--- config.mk ---
export PLATFORM = sky130hd
export DESIGN_NAME = run_length_text_encoder
export DESIGN_NICKNAME = d
export VERILOG_FILES = /design/src/sv/rlte_pkg.sv /design/src/sv/rlte_queue.sv /design/src/sv/rlte_front.sv /design/src/sv/rlte_back.sv /design/src/sv/run_length_text_encoder.sv
export SDC_FILE = /design/constraint.sdc
export NUM_CORES = 1
export LEC_CHECK = 0
export BUFFER_PORTS_ARGS = -buffer_cell sky130_fd_sc_hd__buf_2
export CORE_MARGIN = 2
export CORE_UTILIZATION = 60
export DETAILED_ROUTE_END_ITERATION = 6
export PLACE_DENSITY = 0.85
export SLEW_MARGIN = 20
export SYNTH_ARGS = -nofsm -noshare
export SYNTH_HDL_FRONTEND = slang
export SYNTH_HIERARCHICAL = 1
export SYNTH_SLANG_ARGS = --single-unit
--- constraint.sdc ---
create_clock -name clk -period 12 [get_ports clk]
set_input_delay 2.4 -clock clk [delete_from_list [all_inputs] [get_ports clk]]
set_output_delay 2.4 -clock clk [all_outputs]
set_load 0.01 [all_outputs]
--- src/sv/rlte_pkg.sv ---
// Shared types and constants for the run length text encoder.
`default_nettype none
package rlte_pkg;

  localparam int unsigned COUNT_W     = 16;
  localparam int unsigned QUEUE_DEPTH = 4;
  localparam int unsigned QPTR_W      = 2;
  localparam int unsigned NUM_DIGITS  = 5;
  localparam int unsigned ND_W        = 3;

  localparam logic [7:0]  ASCII_ZERO  = 8'h30;
  // x / 10 == (x * DIV10_MUL) >> DIV10_SHIFT for every 16-bit x
  localparam logic [15:0] DIV10_MUL   = 16'd52429;
  localparam int unsigned DIV10_SHIFT = 19;

  typedef struct packed {
    logic [7:0] symbol;
    logic       stream_end;
  } item_t;

  typedef struct packed {
    logic [7:0] out_byte;
    logic       burst_last;
    logic       encoding_end;
  } result_t;

  // one finished run, handed from the front to the back
  typedef struct packed {
    logic [7:0]         symbol;
    logic [COUNT_W-1:0] count;
    logic               burst_last;
    logic               encoding_end;
  } run_cmd_t;

  typedef enum logic [1:0] {
    BK_IDLE,
    BK_CONV,
    BK_EMIT
  } back_state_t;

endpackage
`default_nettype wire

--- src/sv/rlte_queue.sv ---
// Short command queue between the front and the back.
`default_nettype none
module rlte_queue (
  input  wire logic              clk,
  input  wire logic              rst,
  input  wire logic              push,
  input  wire rlte_pkg::run_cmd_t din,
  output logic                   full,
  input  wire logic              pop,
  output rlte_pkg::run_cmd_t     dout,
  output logic                   empty
);
  import rlte_pkg::*;

  run_cmd_t          mem [QUEUE_DEPTH];
  logic [QPTR_W-1:0] wr_ptr;
  logic [QPTR_W-1:0] rd_ptr;
  logic [QPTR_W:0]   fill;

  logic do_push;
  logic do_pop;

  assign full    = (fill == (QPTR_W+1)'(QUEUE_DEPTH));
  assign empty   = (fill == '0);
  assign do_push = push && !full;
  assign do_pop  = pop && !empty;
  assign dout    = mem[rd_ptr];

  always_ff @(posedge clk) begin
    if (do_push) begin
      mem[wr_ptr] <= din;
    end
  end

  always_ff @(posedge clk) begin
    if (rst) begin
      wr_ptr <= '0;
      rd_ptr <= '0;
      fill   <= '0;
    end else begin
      if (do_push) begin
        wr_ptr <= wr_ptr + 1'b1;
      end
      if (do_pop) begin
        rd_ptr <= rd_ptr + 1'b1;
      end
      if (do_push && !do_pop) begin
        fill <= fill + 1'b1;
      end else if (do_pop && !do_push) begin
        fill <= fill - 1'b1;
      end
    end
  end

endmodule
`default_nettype wire

--- src/sv/rlte_front.sv ---
// Front end: tracks the open run and issues a command for each finished run.
`default_nettype none
module rlte_front #(
  parameter int unsigned MAX_RUN = 65535
) (
  input  wire logic              clk,
  input  wire logic              rst,
  input  wire logic              push,
  input  wire rlte_pkg::item_t   item,
  output logic                   full,
  output logic                   cmd_push,
  output rlte_pkg::run_cmd_t     cmd,
  input  wire logic              cmd_full
);
  import rlte_pkg::*;

  logic [7:0]         run_symbol;
  logic [COUNT_W-1:0] run_count;
  logic               run_open;
  logic               pend_valid;
  run_cmd_t           pend_cmd;

  logic               accept;
  logic               diff_close;
  logic               new_close;
  logic [COUNT_W:0]   new_count;
  run_cmd_t           old_cmd;
  run_cmd_t           new_cmd;

  assign full   = pend_valid || cmd_full;
  assign accept = push && !full;

  always_comb begin
    diff_close = run_open && (item.symbol != run_symbol);
    if (!run_open || diff_close) begin
      new_count = (COUNT_W+1)'(1);
    end else begin
      new_count = {1'b0, run_count} + 1'b1;
    end
    new_close = (new_count >= (COUNT_W+1)'(MAX_RUN)) || item.stream_end;

    old_cmd.symbol       = run_symbol;
    old_cmd.count        = run_count;
    old_cmd.burst_last   = !new_close;
    old_cmd.encoding_end = 1'b0;

    new_cmd.symbol       = item.symbol;
    new_cmd.count        = new_count[COUNT_W-1:0];
    new_cmd.burst_last   = 1'b1;
    new_cmd.encoding_end = item.stream_end;

    // a stalled second command goes first; the input is blocked meanwhile
    cmd_push = 1'b0;
    cmd      = pend_cmd;
    if (pend_valid) begin
      cmd_push = !cmd_full;
    end else if (accept) begin
      cmd_push = diff_close || new_close;
      cmd      = diff_close ? old_cmd : new_cmd;
    end
  end

  always_ff @(posedge clk) begin
    if (accept && diff_close && new_close) begin
      pend_cmd <= new_cmd;
    end
  end

  always_ff @(posedge clk) begin
    if (rst) begin
      run_symbol <= '0;
      run_count  <= '0;
      run_open   <= 1'b0;
      pend_valid <= 1'b0;
    end else begin
      if (pend_valid && !cmd_full) begin
        pend_valid <= 1'b0;
      end
      if (accept) begin
        pend_valid <= diff_close && new_close;
        run_symbol <= item.symbol;
        if (new_close) begin
          run_open  <= 1'b0;
          run_count <= '0;
        end else begin
          run_open  <= 1'b1;
          run_count <= new_count[COUNT_W-1:0];
        end
      end
    end
  end

endmodule
`default_nettype wire

--- src/sv/rlte_back.sv ---
// Back end: writes each run as its symbol and decimal count into the output register.
`default_nettype none
module rlte_back (
  input  wire logic              clk,
  input  wire logic              rst,
  input  wire rlte_pkg::run_cmd_t cmd,
  input  wire logic              cmd_empty,
  output logic                   cmd_pop,
  output rlte_pkg::result_t      result,
  output logic                   empty,
  input  wire logic              pop
);
  import rlte_pkg::*;

  back_state_t        state;
  back_state_t        state_next;
  logic [COUNT_W-1:0] rem;
  logic [COUNT_W-1:0] rem_next;
  logic [3:0]         digits      [NUM_DIGITS];
  logic [3:0]         digits_next [NUM_DIGITS];
  logic [ND_W-1:0]    nd;
  logic [ND_W-1:0]    nd_next;
  logic               run_last;
  logic               run_last_next;
  logic               run_end;
  logic               run_end_next;
  logic               out_valid;
  result_t            out_data;
  result_t            out_data_next;
  logic               load_out;

  logic               slot_free;
  logic [COUNT_W-1:0] div_in;
  logic [31:0]        prod;
  logic [COUNT_W-1:0] quo;
  logic [COUNT_W-1:0] quo_x10;
  logic [3:0]         rdig;
  logic [ND_W-1:0]    rd_idx;

  assign slot_free = !out_valid || pop;
  assign empty     = !out_valid;
  assign result    = out_data;

  // divide by ten: reciprocal multiply, then back out the remainder
  always_comb begin
    div_in  = (state == BK_IDLE) ? cmd.count : rem;
    prod    = 32'(div_in) * 32'(DIV10_MUL);
    quo     = COUNT_W'(prod >> DIV10_SHIFT);
    quo_x10 = (quo << 3) + (quo << 1);
    rdig    = 4'(div_in - quo_x10);
    rd_idx  = nd - 1'b1;
  end

  always_comb begin
    state_next    = state;
    rem_next      = rem;
    nd_next       = nd;
    digits_next   = digits;
    run_last_next = run_last;
    run_end_next  = run_end;
    out_data_next = out_data;
    load_out      = 1'b0;
    cmd_pop       = 1'b0;
    case (state)
      BK_IDLE: begin
        if (!cmd_empty && slot_free) begin
          cmd_pop                    = 1'b1;
          load_out                   = 1'b1;
          out_data_next.out_byte     = cmd.symbol;
          out_data_next.burst_last   = 1'b0;
          out_data_next.encoding_end = 1'b0;
          digits_next[0]             = rdig;
          nd_next                    = ND_W'(1);
          rem_next                   = quo;
          run_last_next              = cmd.burst_last;
          run_end_next               = cmd.encoding_end;
          state_next                 = (quo == '0) ? BK_EMIT : BK_CONV;
        end
      end
      BK_CONV: begin
        digits_next[nd] = rdig;
        nd_next         = nd + 1'b1;
        rem_next        = quo;
        if (quo == '0) begin
          state_next = BK_EMIT;
        end
      end
      BK_EMIT: begin
        // digits were collected least significant first; send from the top
        if (slot_free) begin
          load_out                   = 1'b1;
          out_data_next.out_byte     = ASCII_ZERO + {4'd0, digits[rd_idx]};
          out_data_next.burst_last   = (rd_idx == '0) && run_last;
          out_data_next.encoding_end = (rd_idx == '0) && run_end;
          nd_next                    = rd_idx;
          if (rd_idx == '0) begin
            state_next = BK_IDLE;
          end
        end
      end
      default: begin
        state_next = BK_IDLE;
      end
    endcase
  end

  always_ff @(posedge clk) begin
    if (rst) begin
      state <= BK_IDLE;
    end else begin
      state <= state_next;
    end
  end

  always_ff @(posedge clk) begin
    rem      <= rem_next;
    digits   <= digits_next;
    run_last <= run_last_next;
    run_end  <= run_end_next;
    out_data <= out_data_next;
  end

  always_ff @(posedge clk) begin
    if (rst) begin
      nd        <= '0;
      out_valid <= 1'b0;
    end else begin
      nd <= nd_next;
      if (load_out) begin
        out_valid <= 1'b1;
      end else if (pop) begin
        out_valid <= 1'b0;
      end
    end
  end

endmodule
`default_nettype wire

--- src/sv/run_length_text_encoder.sv ---
// Top level of the run length text encoder.
`default_nettype none
// Byte stream in, text run-length code out: each run leaves as its symbol byte and then
// its length in ASCII decimal, most significant digit first. The front takes one byte per
// cycle while its command queue has room and no second command is pending, and closes a
// run on a new symbol, on a byte flagged stream_end, or when the run reaches MAX_RUN.
// The back turns a run with a d-digit length into d+1 result bytes: the symbol goes out
// while the first digit is split off, the divide-by-ten unit then splits off each further
// digit, and the digits are sent one by one through the single output register. A byte
// that closes two runs holds the input until its second command has entered the queue.
module run_length_text_encoder #(
  parameter int unsigned MAX_RUN = 65535
) (
  input  wire logic              clk,
  input  wire logic              rst,
  input  wire logic              push,
  output logic                   full,
  input  wire rlte_pkg::item_t   item,
  output logic                   empty,
  input  wire logic              pop,
  output rlte_pkg::result_t      result
);
  import rlte_pkg::*;

  logic     f_push;
  run_cmd_t f_cmd;
  logic     q_full;
  logic     q_pop;
  run_cmd_t q_cmd;
  logic     q_empty;

  rlte_front #(
    .MAX_RUN (MAX_RUN)
  ) u_front (
    .clk      (clk),
    .rst      (rst),
    .push     (push),
    .item     (item),
    .full     (full),
    .cmd_push (f_push),
    .cmd      (f_cmd),
    .cmd_full (q_full)
  );

  rlte_queue u_queue (
    .clk   (clk),
    .rst   (rst),
    .push  (f_push),
    .din   (f_cmd),
    .full  (q_full),
    .pop   (q_pop),
    .dout  (q_cmd),
    .empty (q_empty)
  );

  rlte_back u_back (
    .clk       (clk),
    .rst       (rst),
    .cmd       (q_cmd),
    .cmd_empty (q_empty),
    .cmd_pop   (q_pop),
    .result    (result),
    .empty     (empty),
    .pop       (pop)
  );

endmodule
`default_nettype wire

Yosys cells after proc, flatten, opt, wreduce, memory -nomap -nowiden
Memories as Yosys holds them, arrays and structs flattened. A register that Yosys moved wholly into a read port is not among the register bits.
Cells that the tools add are included.
- $add $sub $neg: 10
- $mul: 1
- order comparisons: 4
- equality and inequality tests: 8
- muxes and demuxes: 45
- bitwise operators: 2
- reduce and logical (&&, ||, !) cells: 42
- operators by type and width (operator ; count):
    $mux 26 ; 3
    $mux 16 ; 3
    $mul 16x16->32 const B ; 1
    $pmux 16 s2 ; 1
    $bwmux 20 ; 1
    $mux 10 ; 2
    $pmux 10 s2 ; 1
    $add 16x1->17 const B ; 1
    $ge 17x16->1 const B ; 1
    $mux 17 ; 1
    $logic_not 16->1 ; 1
    $mux 4 ; 4
    $logic_and 1x1->1 ; 14
    $mux 2 ; 7
    $bmux 4 s3 ; 1
    $demux 4 s3 ; 1
    $mux 1 ; 12
    $mux 3 ; 4
    $reduce_bool 2->1 ; 5
    $pmux 3 s3 ; 1
    $ge 4x4->1 const B ; 2
    $logic_not 1->1 ; 8
    $ne 8x8->1 ; 1
    $not 3->4 ; 2
    other kinds (22) ; 34
- bits in registers: 112
- memory bits (writable): 104
- input port bits: 13
- output and inout bits: 12
- logic and storage cells: 137
- memories kept: 1
- memory list (memory ; depth ; bits a word ; read ports ; clocked after Yosys merged registers in ; wr ports ; line ; RTL):
    u_queue.mem ; 4 ; 26 ; 1 ; 1 ; 1 ; rlte_queue.sv:15 ; run_cmd_t mem [QUEUE_DEPTH];

Longest topological paths before layout
- word-level depth: 14
- depth in mapped cells: 29
- mapped depth without buffers: 26

By module
Netlist, hierarchy kept.
- by module, submodules not included (module ; times used ; cells each ; area an instance (µm²) ; sequential area each (µm²)):
    rlte_back ; 1 ; 693 ; 7065.5 ; 1471.4
    rlte_queue ; 1 ; 184 ; 4245.3 ; 3303.2
    rlte_front ; 1 ; 372 ; 3051.7 ; 1271.2

Worst setup path after synthesis
Ideal clock, no wire load.
- path kind: reg-to-reg
- from: reg u_back.state[0]
- to: reg u_back.state[1]
- library setup time: 0.070 ns
- arrival time: 7.654 ns
- required time: 11.930 ns
- slack: 4.276 ns
- cell stages (with the launch flop): 28
- path buffers: 3
- period minus slack after synthesis: 7.724 ns
- cells stage by stage: dfxtp_1 -> inv_1 -> ha_1 -> buf_6 -> clkbuf_1 -> clkbuf_1 -> mux2_2 -> ha_1 -> inv_1 -> fa_1 -> inv_1 -> fa_1 -> fa_1 -> fa_1 -> inv_1 -> fa_1 -> inv_1 -> ha_1 -> and4_4 -> and2_1 -> a221oi_2 -> o221ai_2 -> a21oi_2 -> o21a_2 -> o311ai_1 -> or4_1 -> or4_1 -> a21oi_1
- cells in the longest elaborated chain, start to end: 7
- elaborated cells on any way between the ends: 14
- those cells by class: 1 x mul; 6 x eq/ne; 4 x mux; 3 x reduce/logical
- RTL lines (item ; line ; RTL):
    start: declaration ; rlte_back.sv:15 ; back_state_t state;
    start signal: assignment ; rlte_back.sv:111 ; state <= state_next;
    $logic_not 2->1 * ; rlte_back.sv:46 ; div_in = (state == BK_IDLE) ? cmd.count : rem;
    $mux 16 * ; rlte_back.sv:46 ;
    $mul 16x16->32 * ; rlte_back.sv:47 ; prod = 32'(div_in) * 32'(DIV10_MUL);
    via u_back.prod[28] ; rlte_back.sv:34 ; logic [31:0] prod;
    $logic_not 16->1 * ; rlte_back.sv:77, rlte_back.sv:84 ;
    $mux 2 ; rlte_back.sv:77 ; state_next = (quo == '0) ? BK_EMIT : BK_CONV;
    $mux 2 ; rlte_back.sv:66 ; if (!cmd_empty && slot_free) begin
    $pmux 2 s3 ; rlte_back.sv:64 ; case (state)
Mark *: on every way through the listed nets, which the timed path passes. The rest lies on a longest branch. The select of a mux whose other input is x is not followed.
A chain may end at the register's enable or synchronous reset.

==> impl_metrics.toml <==
[timing]
fin_crit_sh = 0.725
finalCriticalPeriod_ns = 8.70
slew-limit-headroom = 0.306
rsz0062_at_grt = "false"
finalSetupTns_ns = 0
slew_violations = 0
setup_viol = 0
max_freq_mhz = 115
fin_hold_ws_ns = 0.479
hold_viol_final = 0
skew_ns = 0.00979
tightestPinTransition_ns = 1.04

[worst_setup_path]
critPathMaxStageDelay_ns = 0.92
timing.rr.end = "u_back/state[1]"
end_kind = "flip-flop"
crit_chain = "mux4_2 -> mux2i_1 -> inv_1 -> ha_1 -> inv_1 -> fa_1 -> inv_1 -> fa_1 -> fa_1 -> fa_1 -> inv_1 -> fa_1 -> inv_1 -> ha_1 -> and4_4 -> and2_1 -> nand4_1 -> o221ai_2 -> nand2_1 -> o31ai_1 -> xor2_1 -> or4_1 -> or4_1 -> a21oi_1"
cp_slowest_cell = "dfxtp_2"
crit_type = "reg -> reg"
worst_ep_arrival_time_ns = 9.11
cp_max_fo = 26
ff2ff_path_depth = 24
ff2ff_setup_slack_ns = 3.30
start_kind = "flip-flop"
worst-endpoint-required_ns = 12.42

[die]
die_w_um = 159
core_area_um2 = 23500
dieArea_um2 = 25200
fp.dieH_um = 159
io_pins = 25
start_util = 0.612
rows = 56

[logic_synthesis]
ys_warn_count = 6
yosys_register_bits = 215
synth_area_leader_cell = "edfxtp_1"
synthesis.area_um2 = 14400
synth-edff-count = 174
async_flop_share = 0
syn_inst = 1249
synth_area_leaders = "edfxtp_1, ha_1, fa_1"
yosysUniqueCellTypes = 79
synth-seq-area-share = 0.421
syn-num-nets = 1485
avgSynthCellArea_um2 = 11.5
synth_top_area_share = 0.364
synth_flop_cell = "edfxtp_1"

[worst_hold_path]
hold_path.class = "reg -> reg"
holdPathStages = 2
worst_hold_path.endpoint = "u_front/run_symbol[5]"
min_from = "u_front/run_symbol[5]"

[layout]
n_antenna_cell = 0
seq_area_um2 = 6050
fin_nets = 1503
drive_gt1_frac = 0.0998
multi_input_area_um2 = 7430
fin_area_um2 = 15400
area_growth_pct = 7.14
n_fill_cell = 1694

[cts]
clk_pin_slew_ns = 0.06
cts_resized = 0
cts_inserted_buffers = 21
cts_tree = "done"
clockBufferDepth = 3
clk_latency_ns = 0.49
cts.sinks = 215
cts-root-buf = "clkbuf_16"
htree_levels = 1
post-cts-setup-buffers = 0
cts_hold_buf = 0

[status]
outcome = "finished, final reports clean"

[route]
dr.pass1.iters = 5
wire_per_inst_um = 19.4
vias = 9462
detail-route-antenna-nets = 0
viasPerCell = 5.91
route.detailed.drc = 0
totalWireLength_um = 31100
first_iter_violations = 868

[global_route]
grt_max_degree = 34
grt_use_total = 0.252
grt_pass1_vias = 9850
grt_overflow = 0
antenna_found_initial = 0
grt_first_pass_wirelength_um = 51000

[placed_design]
io_buffers = 24
placed_area_um2 = 14800
gp_congestion = 0.971
hpwl_um = 23100

[run]
cap_violations = 0
==> cell usage in the layout, fill, tap and decap left out, types with 5 or more instances in the layout <==
master / synthesis / final
nand3_1: 24 / 24
o211ai_1: 6 / 6
nor4_1: 11 / 11
edfxtp_1: 174 / 174
xnor2_1: 30 / 30
a31oi_1: 10 / 10
clkinv_2: 0 / 6
dfxtp_1: 41 / 40
and3_1: 6 / 6
nor2b_1: 8 / 8
nand4_1: 7 / 7
xor2_1: 35 / 35
nand2b_1: 6 / 6
clkbuf_1: 24 / 7
nor3_1: 22 / 22
buf_2: 9 / 24
mux2i_1: 10 / 10
mux2_2: 6 / 6
mux4_2: 30 / 30
ha_1: 144 / 144
a22oi_1: 5 / 5
fa_1: 79 / 79
a211oi_1: 6 / 6
nand2_1: 101 / 101
inv_1: 181 / 181
and2_1: 13 / 12
nor2_1: 83 / 83
a21oi_1: 40 / 39
buf_4: 0 / 10
o21ai_0: 49 / 49
clkbuf_16: 0 / 21
a21o_1: 7 / 7
==> area by class of cell <==
cell class,count,share of cell area
clock inverter,7,0.00252
timing repair buffer,34,0.0127
inverter,182,0.0446
sequential,215,0.393
clock buffer,31,0.0385
tap,319,0.0259
multi-input combinational,813,0.483
==> how the worst max path moves through the flow <==
| stage | from | to | slack (ns) |
|---|---|---|---|
| 3_5_place_dp | flip-flop | u_back/state[1] | 3.32 |
| 2_1_floorplan | u_back/state[0] | u_back/state[1] | 4.28 |
| 3_3_place_gp | flip-flop | u_back/state[1] | 3.57 |
| 6_report | flip-flop | u_back/state[1] | 3.30 |
| 4_1_cts | flip-flop | u_back/state[1] | 3.30 |
| 5_1_grt | flip-flop | u_back/state[1] | 2.79 |
==> through the flow <==
stage | util | setup WS (ns) | cells
2_1_floorplan | - | 4.28 | 1249
3_3_place_gp | 0.629 | 3.57 | 1563
3_5_place_dp | 0.629 | 3.32 | 1563
4_1_cts | 0.656 | 3.30 | 1601
5_1_grt | 0.656 | 2.79 | 1601
6_report | 0.656 | 3.30 | 1601
==> metal layers <==
metal / part of all wire / vias to the layer above / track usage / routed length [um]
met2: 0.51 / 353 / 0.453 / 15800
met4: 0.027 / 0 / 0.0713 / 826
met1: 0.41 / 4653 / 0.327 / 12800
li1: - / 4394 / - / -
met3: 0.053 / 62 / 0.0253 / 1640
met5: 0 / - / 0 / 0
==> worst max-delay path, delay by kind of cell, from the launching register on <==
family / cells / cell delay [ns]
buf+inv: 5 / 0.45
xor+xnor: 1 / 0.11
simple gates: 6 / 1.88
mux: 2 / 1.12
fa+ha+maj: 7 / 3.36
compound gates: 3 / 0.76
flops: 1 / 0.92
==> cells by family (layout without fill, tap and decap cells) <==
kind of cell,Yosys count,count (layout),share of synthesized area
AOI/OAI and AO/OA,166,166,0.0762
and+or+nand+nor,311,311,0.105
muxes,48,48,0.0607
DFF,215,215,0.421
xor gates and xnor gates,65,65,0.0396
buffers and inverters,221,254,0.0621
adders and majority gates,223,223,0.236
==> state kept, by name, indices dropped and copies added, names as in the netlist, named ones only <==
name	cells
u_back/digits	20
u_back/nd	3
u_back/out_valid	1
u_back/rem	13
u_back/result	10
u_back/run_end	1
u_back/run_last	1
u_back/state	2
u_front/pend_cmd	25
u_front/pend_valid	1
u_front/run_count	16
u_front/run_open	1
u_front/run_symbol	8
u_queue/fill	3
u_queue/mem	104
u_queue/rd_ptr	2
u_queue/wr_ptr	2
==> Yosys cell counts, drive strengths merged, types with 8 or more instances <==
cell,instances
fa,79
nor2,84
and2,14
clkbuf,25
nor4,11
nor2b,8
a31oi,10
nand4,8
xor2,35
inv,182
buf,14
dfxtp,41
mux4,30
ha,144
edfxtp,174
nand3,25
nor3,23
xnor2,30
nand2,101
o21ai,49
mux2i,11
a21oi,41
Power is left out: the tool's default activity adds up to more than one toggle a clock period on the data nets, which glitch-free logic cannot reach.
